$ cat src/rtl/core/uigf_pkg.sv
`timescale 1ns / 1ps

package uigf_pkg;

	// field and register widths
	localparam int KIND_W  = 2;
	localparam int BYTE_W  = 8;
	localparam int EL_W    = 16;
	localparam int GAP_W   = 32;
	localparam int CNT_W   = 7;
	localparam int QT_W    = GAP_W + 1;
	localparam int CFG_A_W = 1;

	localparam int STORE_DEPTH_DEF = 64;

	// event kinds
	localparam logic [KIND_W-1:0] KIND_BYTE    = 2'd0;
	localparam logic [KIND_W-1:0] KIND_TICK    = 2'd1;
	localparam logic [KIND_W-1:0] KIND_TIMEOUT = 2'd2;
	localparam logic [KIND_W-1:0] KIND_ERROR   = 2'd3;

	// register indexes
	localparam logic [CFG_A_W-1:0] REG_GAP_US    = 1'b0;
	localparam logic [CFG_A_W-1:0] REG_BUF_LIMIT = 1'b1;

	localparam logic [GAP_W-1:0] GAP_US_RST    = 32'd1000;
	localparam logic [CNT_W-1:0] BUF_LIMIT_RST = 7'd64;

	typedef struct packed {
		logic accept;
		logic start_dump;
	} cmd_t;

	typedef struct packed {
		logic emit_req;
		logic issued_all;
	} sts_t;

endpackage

$ cat src/rtl/core/uart_idle_gap_framer.sv
`timescale 1ns / 1ps
// event in: one request a cycle while idle
// frame out: registered read-out starts on the closing request, one byte a cycle unless output stalls
// input held off while an n-byte frame is read out of the store, longer under output stalls
// reset: tracking cleared, gap 1000 us, limit 64; the frame store itself is not cleared

module uart_idle_gap_framer #(
	parameter int STORE_DEPTH = uigf_pkg::STORE_DEPTH_DEF
) (
	input  logic                          clk,
	input  logic                          arst_n,

	// configuration writes
	input  logic                          cfg_we,
	input  logic [uigf_pkg::CFG_A_W-1:0]  cfg_addr,
	input  logic [uigf_pkg::GAP_W-1:0]    cfg_wdata,

	// receive events
	input  logic                          s_axis_tvalid,
	output logic                          s_axis_tready,
	input  logic [23:0]                   s_axis_tdata,   // rx_byte[7:0], tick_us[23:8]
	input  logic [uigf_pkg::KIND_W-1:0]   s_axis_tuser,   // kind[1:0]

	// frame bytes
	output logic                          m_axis_tvalid,
	input  logic                          m_axis_tready,
	output logic [15:0]                   m_axis_tdata,   // frame_byte[7:0], frame_length[14:8], zero[15]
	output logic                          m_axis_tlast    // last
);

	localparam int AW = $clog2(STORE_DEPTH);

	uigf_pkg::cmd_t cmd;
	uigf_pkg::sts_t sts;

	logic                        emit_req;
	logic [uigf_pkg::CNT_W-1:0]  emit_len;
	logic                        issued_all;
	logic                        wr_en;
	logic [AW-1:0]               wr_addr;
	logic [uigf_pkg::BYTE_W-1:0] wr_data;
	logic [uigf_pkg::BYTE_W-1:0] out_byte;
	logic [uigf_pkg::CNT_W-1:0]  out_len;

	assign sts.emit_req   = emit_req;
	assign sts.issued_all = issued_all;

	// sequencer: idle takes events, dump holds them off while the store is read
	uigf_ctrl u_ctrl (
		.clk      (clk),
		.arst_n   (arst_n),
		.in_valid (s_axis_tvalid),
		.in_ready (s_axis_tready),
		.sts      (sts),
		.cmd      (cmd)
	);

	// counters, quiet-time tracking and frame-end decision
	uigf_dp #(
		.STORE_DEPTH (STORE_DEPTH)
	) u_dp (
		.clk        (clk),
		.arst_n     (arst_n),
		.cfg_we     (cfg_we),
		.cfg_addr   (cfg_addr),
		.cfg_wdata  (cfg_wdata),
		.kind       (s_axis_tuser),
		.rx_byte    (s_axis_tdata[7:0]),
		.tick_us    (s_axis_tdata[23:8]),
		.cmd        (cmd),
		.emit_req   (emit_req),
		.emit_len   (emit_len),
		.wr_en      (wr_en),
		.wr_addr    (wr_addr),
		.wr_data    (wr_data)
	);

	// byte store with its read-out counter and output register
	uigf_frame_buf #(
		.STORE_DEPTH (STORE_DEPTH)
	) u_buf (
		.clk        (clk),
		.arst_n     (arst_n),
		.wr_en      (wr_en),
		.wr_addr    (wr_addr),
		.wr_data    (wr_data),
		.cmd        (cmd),
		.emit_len   (emit_len),
		.issued_all (issued_all),
		.out_valid  (m_axis_tvalid),
		.out_ready  (m_axis_tready),
		.out_byte   (out_byte),
		.out_len    (out_len),
		.out_last   (m_axis_tlast)
	);

	assign m_axis_tdata = {1'b0, out_len, out_byte};

	// a frame is never started empty
	a_emit_nonempty: assert property (@(posedge clk) disable iff (!arst_n)
		cmd.start_dump |-> (emit_len != '0))
		else $error("frame dump started with no bytes");

	// starting a dump blocks new events on the next cycle
	a_dump_blocks: assert property (@(posedge clk) disable iff (!arst_n)
		cmd.start_dump |=> !s_axis_tready)
		else $error("event request taken right after a dump started");

	// no event taken while stored bytes are still unread
	a_no_accept_mid_dump: assert property (@(posedge clk) disable iff (!arst_n)
		!issued_all |-> !s_axis_tready)
		else $error("event request taken during frame read-out");

	// an output byte always carries a valid frame length
	a_len_nonzero: assert property (@(posedge clk) disable iff (!arst_n)
		m_axis_tvalid |-> (m_axis_tdata[14:8] != '0))
		else $error("frame byte with zero length");

endmodule

$ cat src/rtl/core/uigf_ctrl.sv
`timescale 1ns / 1ps

module uigf_ctrl (
	input  logic           clk,
	input  logic           arst_n,
	input  logic           in_valid,
	output logic           in_ready,
	input  uigf_pkg::sts_t sts,
	output uigf_pkg::cmd_t cmd
);

	localparam logic ST_IDLE = 1'b0;
	localparam logic ST_DUMP = 1'b1;

	logic state_q;

	assign in_ready       = (state_q == ST_IDLE);
	assign cmd.accept     = in_valid && in_ready;
	assign cmd.start_dump = cmd.accept && sts.emit_req;

	always_ff @(posedge clk or negedge arst_n) begin
		if (!arst_n) begin
			state_q <= ST_IDLE;
		end else begin
			case (state_q)
				ST_IDLE: begin
					if (cmd.start_dump) begin
						state_q <= ST_DUMP;
					end
				end
				ST_DUMP: begin
					// every byte read out, last one may still wait at the output
					if (sts.issued_all) begin
						state_q <= ST_IDLE;
					end
				end
				default: begin
					state_q <= ST_IDLE;
				end
			endcase
		end
	end

endmodule

$ cat src/rtl/core/uigf_dp.sv
`timescale 1ns / 1ps

module uigf_dp #(
	parameter int STORE_DEPTH = uigf_pkg::STORE_DEPTH_DEF
) (
	input  logic                              clk,
	input  logic                              arst_n,
	input  logic                              cfg_we,
	input  logic [uigf_pkg::CFG_A_W-1:0]      cfg_addr,
	input  logic [uigf_pkg::GAP_W-1:0]        cfg_wdata,
	input  logic [uigf_pkg::KIND_W-1:0]       kind,
	input  logic [uigf_pkg::BYTE_W-1:0]       rx_byte,
	input  logic [uigf_pkg::EL_W-1:0]         tick_us,
	input  uigf_pkg::cmd_t                    cmd,
	output logic                              emit_req,
	output logic [uigf_pkg::CNT_W-1:0]        emit_len,
	output logic                              wr_en,
	output logic [$clog2(STORE_DEPTH)-1:0]    wr_addr,
	output logic [uigf_pkg::BYTE_W-1:0]       wr_data
);

	localparam int AW = $clog2(STORE_DEPTH);
	localparam logic [uigf_pkg::CNT_W-1:0] DEPTH_C = uigf_pkg::CNT_W'(STORE_DEPTH);

	logic [uigf_pkg::GAP_W-1:0] gap_q;
	logic [uigf_pkg::CNT_W-1:0] buf_limit_q;
	logic [uigf_pkg::CNT_W-1:0] byte_count_q;
	logic [uigf_pkg::CNT_W-1:0] seen_count_q;
	logic                       line_active_q;
	logic [uigf_pkg::QT_W-1:0]  quiet_q;

	logic [uigf_pkg::CNT_W-1:0] lim;
	logic [uigf_pkg::CNT_W-1:0] n;
	logic [uigf_pkg::QT_W-1:0]  quiet_sum;
	logic                       tick_live;
	logic                       gap_hit;
	logic                       room;

	always_comb begin
		lim       = (buf_limit_q > DEPTH_C) ? DEPTH_C : buf_limit_q;
		n         = (byte_count_q > lim) ? lim : byte_count_q;
		room      = (n < lim);
		tick_live = (tick_us != '0);
		quiet_sum = quiet_q + uigf_pkg::QT_W'(tick_us);
		gap_hit   = line_active_q && (n == seen_count_q)
		            && (quiet_sum >= uigf_pkg::QT_W'(gap_q));
	end

	always_comb begin
		case (kind)
			uigf_pkg::KIND_TICK:    emit_req = tick_live && (n != '0) && gap_hit;
			uigf_pkg::KIND_TIMEOUT: emit_req = (n != '0);
			default:                emit_req = 1'b0;
		endcase
	end

	assign emit_len = n;
	assign wr_en    = cmd.accept && (kind == uigf_pkg::KIND_BYTE) && room;
	assign wr_addr  = n[AW-1:0];
	assign wr_data  = rx_byte;

	always_ff @(posedge clk or negedge arst_n) begin
		if (!arst_n) begin
			gap_q       <= uigf_pkg::GAP_US_RST;
			buf_limit_q <= uigf_pkg::BUF_LIMIT_RST;
		end else if (cfg_we) begin
			case (cfg_addr)
				uigf_pkg::REG_GAP_US:    gap_q       <= cfg_wdata;
				uigf_pkg::REG_BUF_LIMIT: buf_limit_q <= cfg_wdata[uigf_pkg::CNT_W-1:0];
				default: ;
			endcase
		end
	end

	always_ff @(posedge clk or negedge arst_n) begin
		if (!arst_n) begin
			byte_count_q  <= '0;
			seen_count_q  <= '0;
			line_active_q <= 1'b0;
			quiet_q       <= '0;
		end else if (cmd.accept) begin
			if (emit_req) begin
				// frame goes out, tracking starts afresh
				byte_count_q  <= '0;
				seen_count_q  <= '0;
				line_active_q <= 1'b0;
				quiet_q       <= '0;
			end else begin
				case (kind)
					uigf_pkg::KIND_BYTE: begin
						byte_count_q <= room ? n + 1'b1 : n;
					end
					uigf_pkg::KIND_TICK: begin
						if (tick_live) begin
							byte_count_q <= n;
							if (n == '0) begin
								seen_count_q  <= '0;
								line_active_q <= 1'b0;
								quiet_q       <= '0;
							end else if (n != seen_count_q) begin
								seen_count_q  <= n;
								line_active_q <= 1'b1;
								quiet_q       <= '0;
							end else if (line_active_q) begin
								quiet_q <= quiet_sum;
							end
						end
					end
					uigf_pkg::KIND_TIMEOUT: begin
						byte_count_q <= n;
					end
					default: begin
						// line error drops the frame
						byte_count_q  <= '0;
						seen_count_q  <= '0;
						line_active_q <= 1'b0;
						quiet_q       <= '0;
					end
				endcase
			end
		end
	end

endmodule

$ cat src/rtl/core/uigf_frame_buf.sv
`timescale 1ns / 1ps

module uigf_frame_buf #(
	parameter int STORE_DEPTH = uigf_pkg::STORE_DEPTH_DEF
) (
	input  logic                           clk,
	input  logic                           arst_n,
	input  logic                           wr_en,
	input  logic [$clog2(STORE_DEPTH)-1:0] wr_addr,
	input  logic [uigf_pkg::BYTE_W-1:0]    wr_data,
	input  uigf_pkg::cmd_t                 cmd,
	input  logic [uigf_pkg::CNT_W-1:0]     emit_len,
	output logic                           issued_all,
	output logic                           out_valid,
	input  logic                           out_ready,
	output logic [uigf_pkg::BYTE_W-1:0]    out_byte,
	output logic [uigf_pkg::CNT_W-1:0]     out_len,
	output logic                           out_last
);

	localparam int AW = $clog2(STORE_DEPTH);

	logic [uigf_pkg::BYTE_W-1:0] mem [STORE_DEPTH];

	logic [uigf_pkg::CNT_W-1:0]  len_q;
	logic [uigf_pkg::CNT_W-1:0]  rd_idx_q;
	logic                        out_valid_q;
	logic                        out_last_q;
	logic [uigf_pkg::CNT_W-1:0]  out_len_q;
	logic [uigf_pkg::BYTE_W-1:0] rd_data_q;
	logic                        rd_en;

	assign issued_all = (rd_idx_q == len_q);
	// read only when the output slot is empty or being emptied
	assign rd_en      = !issued_all && (!out_valid_q || out_ready);

	always_ff @(posedge clk) begin
		if (wr_en) begin
			mem[wr_addr] <= wr_data;
		end
		if (rd_en) begin
			rd_data_q <= mem[rd_idx_q[AW-1:0]];
			out_len_q <= len_q;
		end
	end

	always_ff @(posedge clk or negedge arst_n) begin
		if (!arst_n) begin
			len_q       <= '0;
			rd_idx_q    <= '0;
			out_valid_q <= 1'b0;
			out_last_q  <= 1'b0;
		end else begin
			if (cmd.start_dump) begin
				len_q    <= emit_len;
				rd_idx_q <= '0;
			end else if (rd_en) begin
				rd_idx_q <= rd_idx_q + 1'b1;
			end
			if (rd_en) begin
				out_valid_q <= 1'b1;
				out_last_q  <= (rd_idx_q + 1'b1 == len_q);
			end else if (out_ready) begin
				out_valid_q <= 1'b0;
			end
		end
	end

	assign out_valid = out_valid_q;
	assign out_byte  = rd_data_q;
	assign out_len   = out_len_q;
	assign out_last  = out_last_q;

endmodule

$ cat config.mk
export PLATFORM = sky130hd
export DESIGN_NAME = uart_idle_gap_framer
export DESIGN_NICKNAME = d
export VERILOG_FILES = /design/src/rtl/core/uigf_pkg.sv /design/src/rtl/core/uart_idle_gap_framer.sv /design/src/rtl/core/uigf_ctrl.sv /design/src/rtl/core/uigf_dp.sv /design/src/rtl/core/uigf_frame_buf.sv
export SDC_FILE = /design/constraint.sdc
export NUM_CORES = 1
export LEC_CHECK = 0
export BUFFER_PORTS_ARGS = -buffer_cell sky130_fd_sc_hd__buf_2
export CORE_UTILIZATION = 27
export CTS_CLUSTER_SIZE = 20
export DETAILED_ROUTE_END_ITERATION = 12
export GPL_TIMING_DRIVEN = 0
export PLACE_DENSITY = 0.51
export RECOVER_POWER = 25
export SETUP_SLACK_MARGIN = 0.15
export SLEW_MARGIN = 0
export SYNTH_ARGS = -nofsm -noshare
export SYNTH_HDL_FRONTEND = slang
export SYNTH_HIERARCHICAL = 1
export SYNTH_SLANG_ARGS = --single-unit
$ cat constraint.sdc
create_clock -name clk -period 8.05 [get_ports clk]
set_input_delay 0.4025 -clock clk [delete_from_list [all_inputs] [get_ports clk]]
set_output_delay 0.4025 -clock clk [all_outputs]
set_load 0.01 [all_outputs]
* Word level (Yosys, flattened, before mapping)
Memory sizes are Yosys's and may differ from the RTL's. A register that Yosys moved wholly into a read port is not among the register bits.
Index checks and enable logic that the tools add are counted.
** Word-level totals
- Register bits :: 111
- Memory bits (writable) :: 512
- Input port bits :: 64
- Output and inout port bits :: 19
- Word-level logic and storage cells :: 88
- Memories :: 1
** Memory list
- u_buf.mem :: depth 64, width 8, rd ports 1, clocked after memory_dff 1, write ports 1, RTL line uigf_frame_buf.sv:23 : logic [uigf_pkg::BYTE_W-1:0] mem [STORE_DEPTH];
** Operators by class
- Add/sub/neg operators :: 3
- Order comparisons :: 4
- Equal/unequal tests :: 10
- Mux-type cells :: 32
- Bitwise operators :: 2
- Reduce and logical (&&, ||, !) cells :: 24
** Operator list (number)
- 2-to-1 mux 33 bit :: 5
- 2-to-1 mux 7 bit :: 11
- case mux 33 bit (2 select lines) :: 1
- adder 33 x 16 -> 33 bit :: 1
- greater-or-equal comparator 33 x 32 -> 1 bit :: 1
- == test 7 bit :: 3
- case mux 7 bit (3 select lines) :: 1
- nonzero test 16 bit :: 1
- adder 7 x 1 -> 7 bit (second input constant) :: 2
- case mux 7 bit (2 select lines) :: 1
- 2-to-1 mux 1 bit :: 10
- logical AND 1 bit :: 9
- AND reduction 4 bit :: 2
- greater-than comparator 7 bit :: 1
- greater-than comparator 7 bit (second input constant) :: 1
- zero test 7 bit :: 1
- < comparator 7 bit :: 1
- inequality test 7 bit :: 1
- nonzero test 7 bit :: 1
- case mux 1 bit (2 select lines) :: 3
- AND reduction 2 bit :: 3
- inequality test 5 x 2 -> 1 bit (second input constant) :: 1
- inequality test 4 x 2 -> 1 bit (second input constant) :: 1
- nonzero test 2 bit :: 2
- 9 further kinds :: 11

* Logic depth before layout (Yosys ltp)
- Depth in word-level cells :: 12
- Gate-level depth with buffers :: 25
- Depth with buffers taken out :: 23

* Cells and area by module
Netlist, hierarchy kept.
** Modules (own cells, without submodules)
- uigf_frame_buf :: times used 1, cells an instance 1012, area each 21336.7 um^2, sequential area each 16225.6 um^2
- uigf_dp :: times used 1, cells an instance 690, area each 6399.9 um^2, sequential area each 2185.8 um^2
- uigf_ctrl :: times used 1, cells an instance 5, area each 57.6 um^2, sequential area each 25.0 um^2
- uart_idle_gap_framer :: times used 1, cells an instance 2, area each 11.3 um^2, sequential area each 0.0 um^2

* Worst setup path after synthesis
No wires, ideal clock.
- Path type :: in2reg
- From :: in s_axis_tdata[9]
- To :: reg u_buf/len_q[5] (netlist bit)
- Library setup time :: 0.125 ns
- Arrival time :: 5.225 ns
- Data required time :: 7.925 ns
- Setup slack :: 2.701 ns
- Stages on the path :: 20
- Buffers on the path :: 2
- Path through :: ha_1 > a211oi_1 > nor2_1 > o31ai_1 > a211oi_1 > o31ai_1 > or2_1 > nor3b_1 > or2_2 > ha_1 > o21a_1 > o21ai_0 > or3_1 > o21ai_0 > nor2_1 > o21ai_0 > and2_1 > clkbuf_1 > clkbuf_1 > mux2_2
** RTL lines
- start, declared :: RTL line uart_idle_gap_framer.sv:21 : input logic [23:0] s_axis_tdata,
- end signal, assigned :: RTL line uigf_frame_buf.sv:55 : len_q <= emit_len;
- end, declared :: RTL line uigf_frame_buf.sv:25 : logic [uigf_pkg::CNT_W-1:0] len_q;

==> results.md <==
* CP Launch Type: register
* Achievable Freq at 0.1403 GHz
* Via count at 16140
* Synth top area share at 0.5691
* Worst-Skew Late Latency at 0.62 ns
* 1st-iter DRT viols at 1302
* Std-Cell Rows at 117
* # clock sinks at 631
* Setup violators final at 0
* Top cells by area, synth: edfxtp_1 (57%), mux4_2 (10%), dfrtp_1 (8.7%)
* Library cells used by synthesis at 81
* Worst EP required at 8.53 ns
* Syn Nets at 1842
* Gpl congestion at 0.8716
* Worst IR drop on VDD at 0.1412 mV
* Drt first pass iters at 5
* Detail Placement HPWL at 51480 µm
* Final min period at 7.127 ns
* Met1 Wirelength at 33260 µm
* Leak at 11.23 nW
* Ratio of cells with drive above 1 in the final layout at 0.2161
* Sequential cell area at 18440 µm²
* # fillers at 10030
* Root Buffer: clkbuf_16
* # DRC at 0
* RSZ-0062 raised after global routing: false
* Fin crit share at 0.8854
* TritonCTS clock tree: yes
* Worst setup path class: reg2reg
* Seq cells post-synth at 631
* First-pass GRT wire length at 111900 µm
* Die height at 322.9 µm
* Vias in the first global route at 16680
* Setup TNS at 0 ns
* Initial Utilization at 0.2729
* Asr flop ratio synth at 0.1648
* Hold crit path type: in2reg
* Final Hold Violating Endpoints at 0
* Post-synth top flop: edfxtp_1
* Avg Cell Area, Syn at 16.27 µm²
* Wire length on met3 at 4865 µm
* DR WL met2 at 35910 µm
* Worst path arrival time at 7.61 ns
* Worst slew margin at -1.118
* Mapped cell area at 27810 µm²
* CP Capture Type: register
* Max Buffers Root-to-Sink at 3
* Vias per inst at 4.887
* Highest routed layer: met5
* # IOs at 83
* Worst Path Max Fanout at 10
* Least-Margin Pin Slew at 3.177 ns
* Ys Warns at 6
* Max H-tree Level at 3
* Max-slew violations at 562
* Aggregate routed wire length at 75860 µm
* Final nets at 2012
* Post-DR wirelength/cell at 22.97 µm
* Overflow after GRT at 0
* Initial antenna violation count at 9
* Yosys top cell by area: edfxtp_1
* Cells after Synth at 1709
* Total power at 10.04 mW
* Failing checks: max-capacitance violations, max-slew violations
* GRT Total Usage at 0.1463
* DIE AREA at 104300 µm²
* EDFF count, synth at 527
* Post-synthesis sequential area ratio at 0.6631
* Post-CTS setup buffer count at 0
* Die X at 322.9 µm
* Cell Pwr Density at 309.2 nW/µm²
* Max-Cap Viols at 9
* Status: finished with violations
* Area Overhead vs Synth at 16.79%
* CTS clk-pin slew, worst paths at 0.06 ns
* Area of the multi-input gates at 8618 µm²
* Largest net degree at the start of global routing at 65
* Core ar. at 101900 µm²
* Port Buf Inserts at 73
* Antenna-violating nets left at 0
* TritonCTS buffer count at 71
* Skew final at 0.02785 ns
[cells in the mapped netlist (15+ instances only)]
cell type  count
a21o_1        15
a22o_1        24
buf_4         29
nor2_1       113
nor2b_1       24
nor3_1        21
clkbuf_1      38
o211ai_1      18
inv_1         60
nand2_1       75
mux2_2        28
edfxtp_1     527
o22ai_1       16
xnor2_1       37
mux2i_1       18
dfrtp_1       97
a21oi_1       23
nand4_1       17
ha_1          68
nand3_1       19
o21ai_0       70
mux4_2       129
[per-layer routing]
layer	GRT usage	vias up
met2	0.2363	503
met1	0.1968	8406
met3	0.03212	135
met4	0.04223	12
met5	0	-
li1	-	7087
[through the flow]
step                      setup WS [ns]  std cells  utilization  hold WS, ns  cell area, µm²
after detailed placement         0.7219       3152       0.2939       0.3670           29950
final                            0.9226       3303       0.3187      0.02873           32470
after CTS                        0.7983       3301       0.3189     0.005895           32490
after global routing             0.3633       3303       0.3187      0.01561           32470
after floorplan                   2.701       1709            -       0.1069           27810
after global placement           0.7361       3150       0.2933       0.4920           29880
[cell families (layout without fill, tap and decap cells)]
family	after synthesis	count (layout)	share of synthesized area
adder cells (fa/ha/maj)	69	69	0.03132
AND/OR/NAND/NOR	343	343	0.06052
multiplexers	185	185	0.1300
buffers and inverters	153	378	0.02763
other	1	2	0.0001349
AO/OA/AOI/OAI	277	277	0.07159
flip-flops	631	631	0.6631
XOR/XNOR	50	50	0.01575
[final timing paths]
| path | start | slack (ns) | cells past startpoint | to |
|---|---|---|---|---|
| max | u_dp/quiet_q[1] | 0.92 | 20 | u_buf/len_q[5] |
| min | cfg_wdata[1] | 0.03 | 3 | u_dp/gap_q[1] |
| max reg2reg | u_dp/quiet_q[1] | 0.92 | 20 | u_buf/len_q[5] |
| min reg2reg | u_dp/buf_limit_q[4] | 0.51 | 1 | u_dp/buf_limit_q[4] |
| max in group asynchronous | arst_n | 5.35 | 2 | u_dp/gap_q[31] |
| min in group asynchronous | arst_n | 1.16 | 2 | u_buf/out_last |
[flip-flops by register name, summed over array words and instances (netlist names), 7 cells and up]
signal / count
u_buf/mem: 512
u_dp/quiet_q: 33
u_dp/gap_q: 32
u_buf/out_byte: 8
u_buf/len_q: 7
u_buf/out_len: 7
u_buf/rd_idx_q: 7
u_dp/buf_limit_q: 7
u_dp/byte_count_q: 7
u_dp/seen_count_q: 7
[cell type report]
type,instances,area share
diodes,1,0.00007706
plain buffers,92,0.01568
clock buffers,85,0.05729
clock inverters,43,0.01468
inverters,61,0.007051
multi-input cells,925,0.2654
flip-flops and latches,631,0.5677
well taps,1368,0.05271
repair buffers,97,0.01938
[cell usage in the layout, fill, tap and decap left out, types with 13 or more instances in the layout]
| cell | netlist | layout |
|---|---|---|
| o22ai_1 | 16 | 16 |
| nor2b_1 | 24 | 24 |
| xor2_1 | 13 | 13 |
| clkbuf_16 | 0 | 72 |
| o211ai_1 | 18 | 18 |
| a211oi_1 | 14 | 14 |
| buf_4 | 29 | 21 |
| a21o_1 | 15 | 15 |
| a21oi_1 | 23 | 22 |
| a22o_1 | 24 | 24 |
| o21ai_0 | 70 | 70 |
| dlygate4sd3_1 | 0 | 21 |
| inv_1 | 60 | 60 |
| edfxtp_1 | 527 | 527 |
| mux4_2 | 129 | 129 |
| mux2i_1 | 18 | 18 |
| clkbuf_1 | 38 | 59 |
| nand4_1 | 17 | 17 |
| nor2_1 | 113 | 113 |
| dfrtp_1 | 97 | 97 |
| buf_2 | 13 | 85 |
| nand2_1 | 75 | 75 |
| nand3_1 | 19 | 19 |
| mux2_2 | 28 | 28 |
| clkinv_1 | 0 | 15 |
| ha_1 | 68 | 68 |
| nor3_1 | 21 | 20 |
| xnor2_1 | 37 | 37 |
[power by group]
| part | internal, mW | switching, mW | leakage [nW] |
|---|---|---|---|
| clock network | 1.92 | 1.33 | 1.14 |
| logic | 1.22 | 1.86 | 4.01 |
| registers | 3.66 | 0.0584 | 6.09 |
[worst max-delay path: stages (launching register included)]
cell and delay, ns:
dfrtp_1 0.41, ha_1 0.31, a211oi_1 0.22, nor2_1 0.10, o31ai_1 0.47, a211oi_1 0.25
o31ai_1 0.91, nor2b_1 0.16, nor2b_1 0.20, or2_2 0.29, ha_1 0.27, and4_1 0.20
nand4_1 0.17, or3_1 0.37, o21ai_0 0.31, nor2_1 0.23, o21ai_0 0.80, and2_1 0.23
clkbuf_1 0.27, clkbuf_1 0.42, mux2_2 0.40
[timing repair]
item,CTS,global route
resized for setup,0,0
hold endpoints to repair,58,0
hold buffers,21,0
Power figures use the tool's default switching activity.
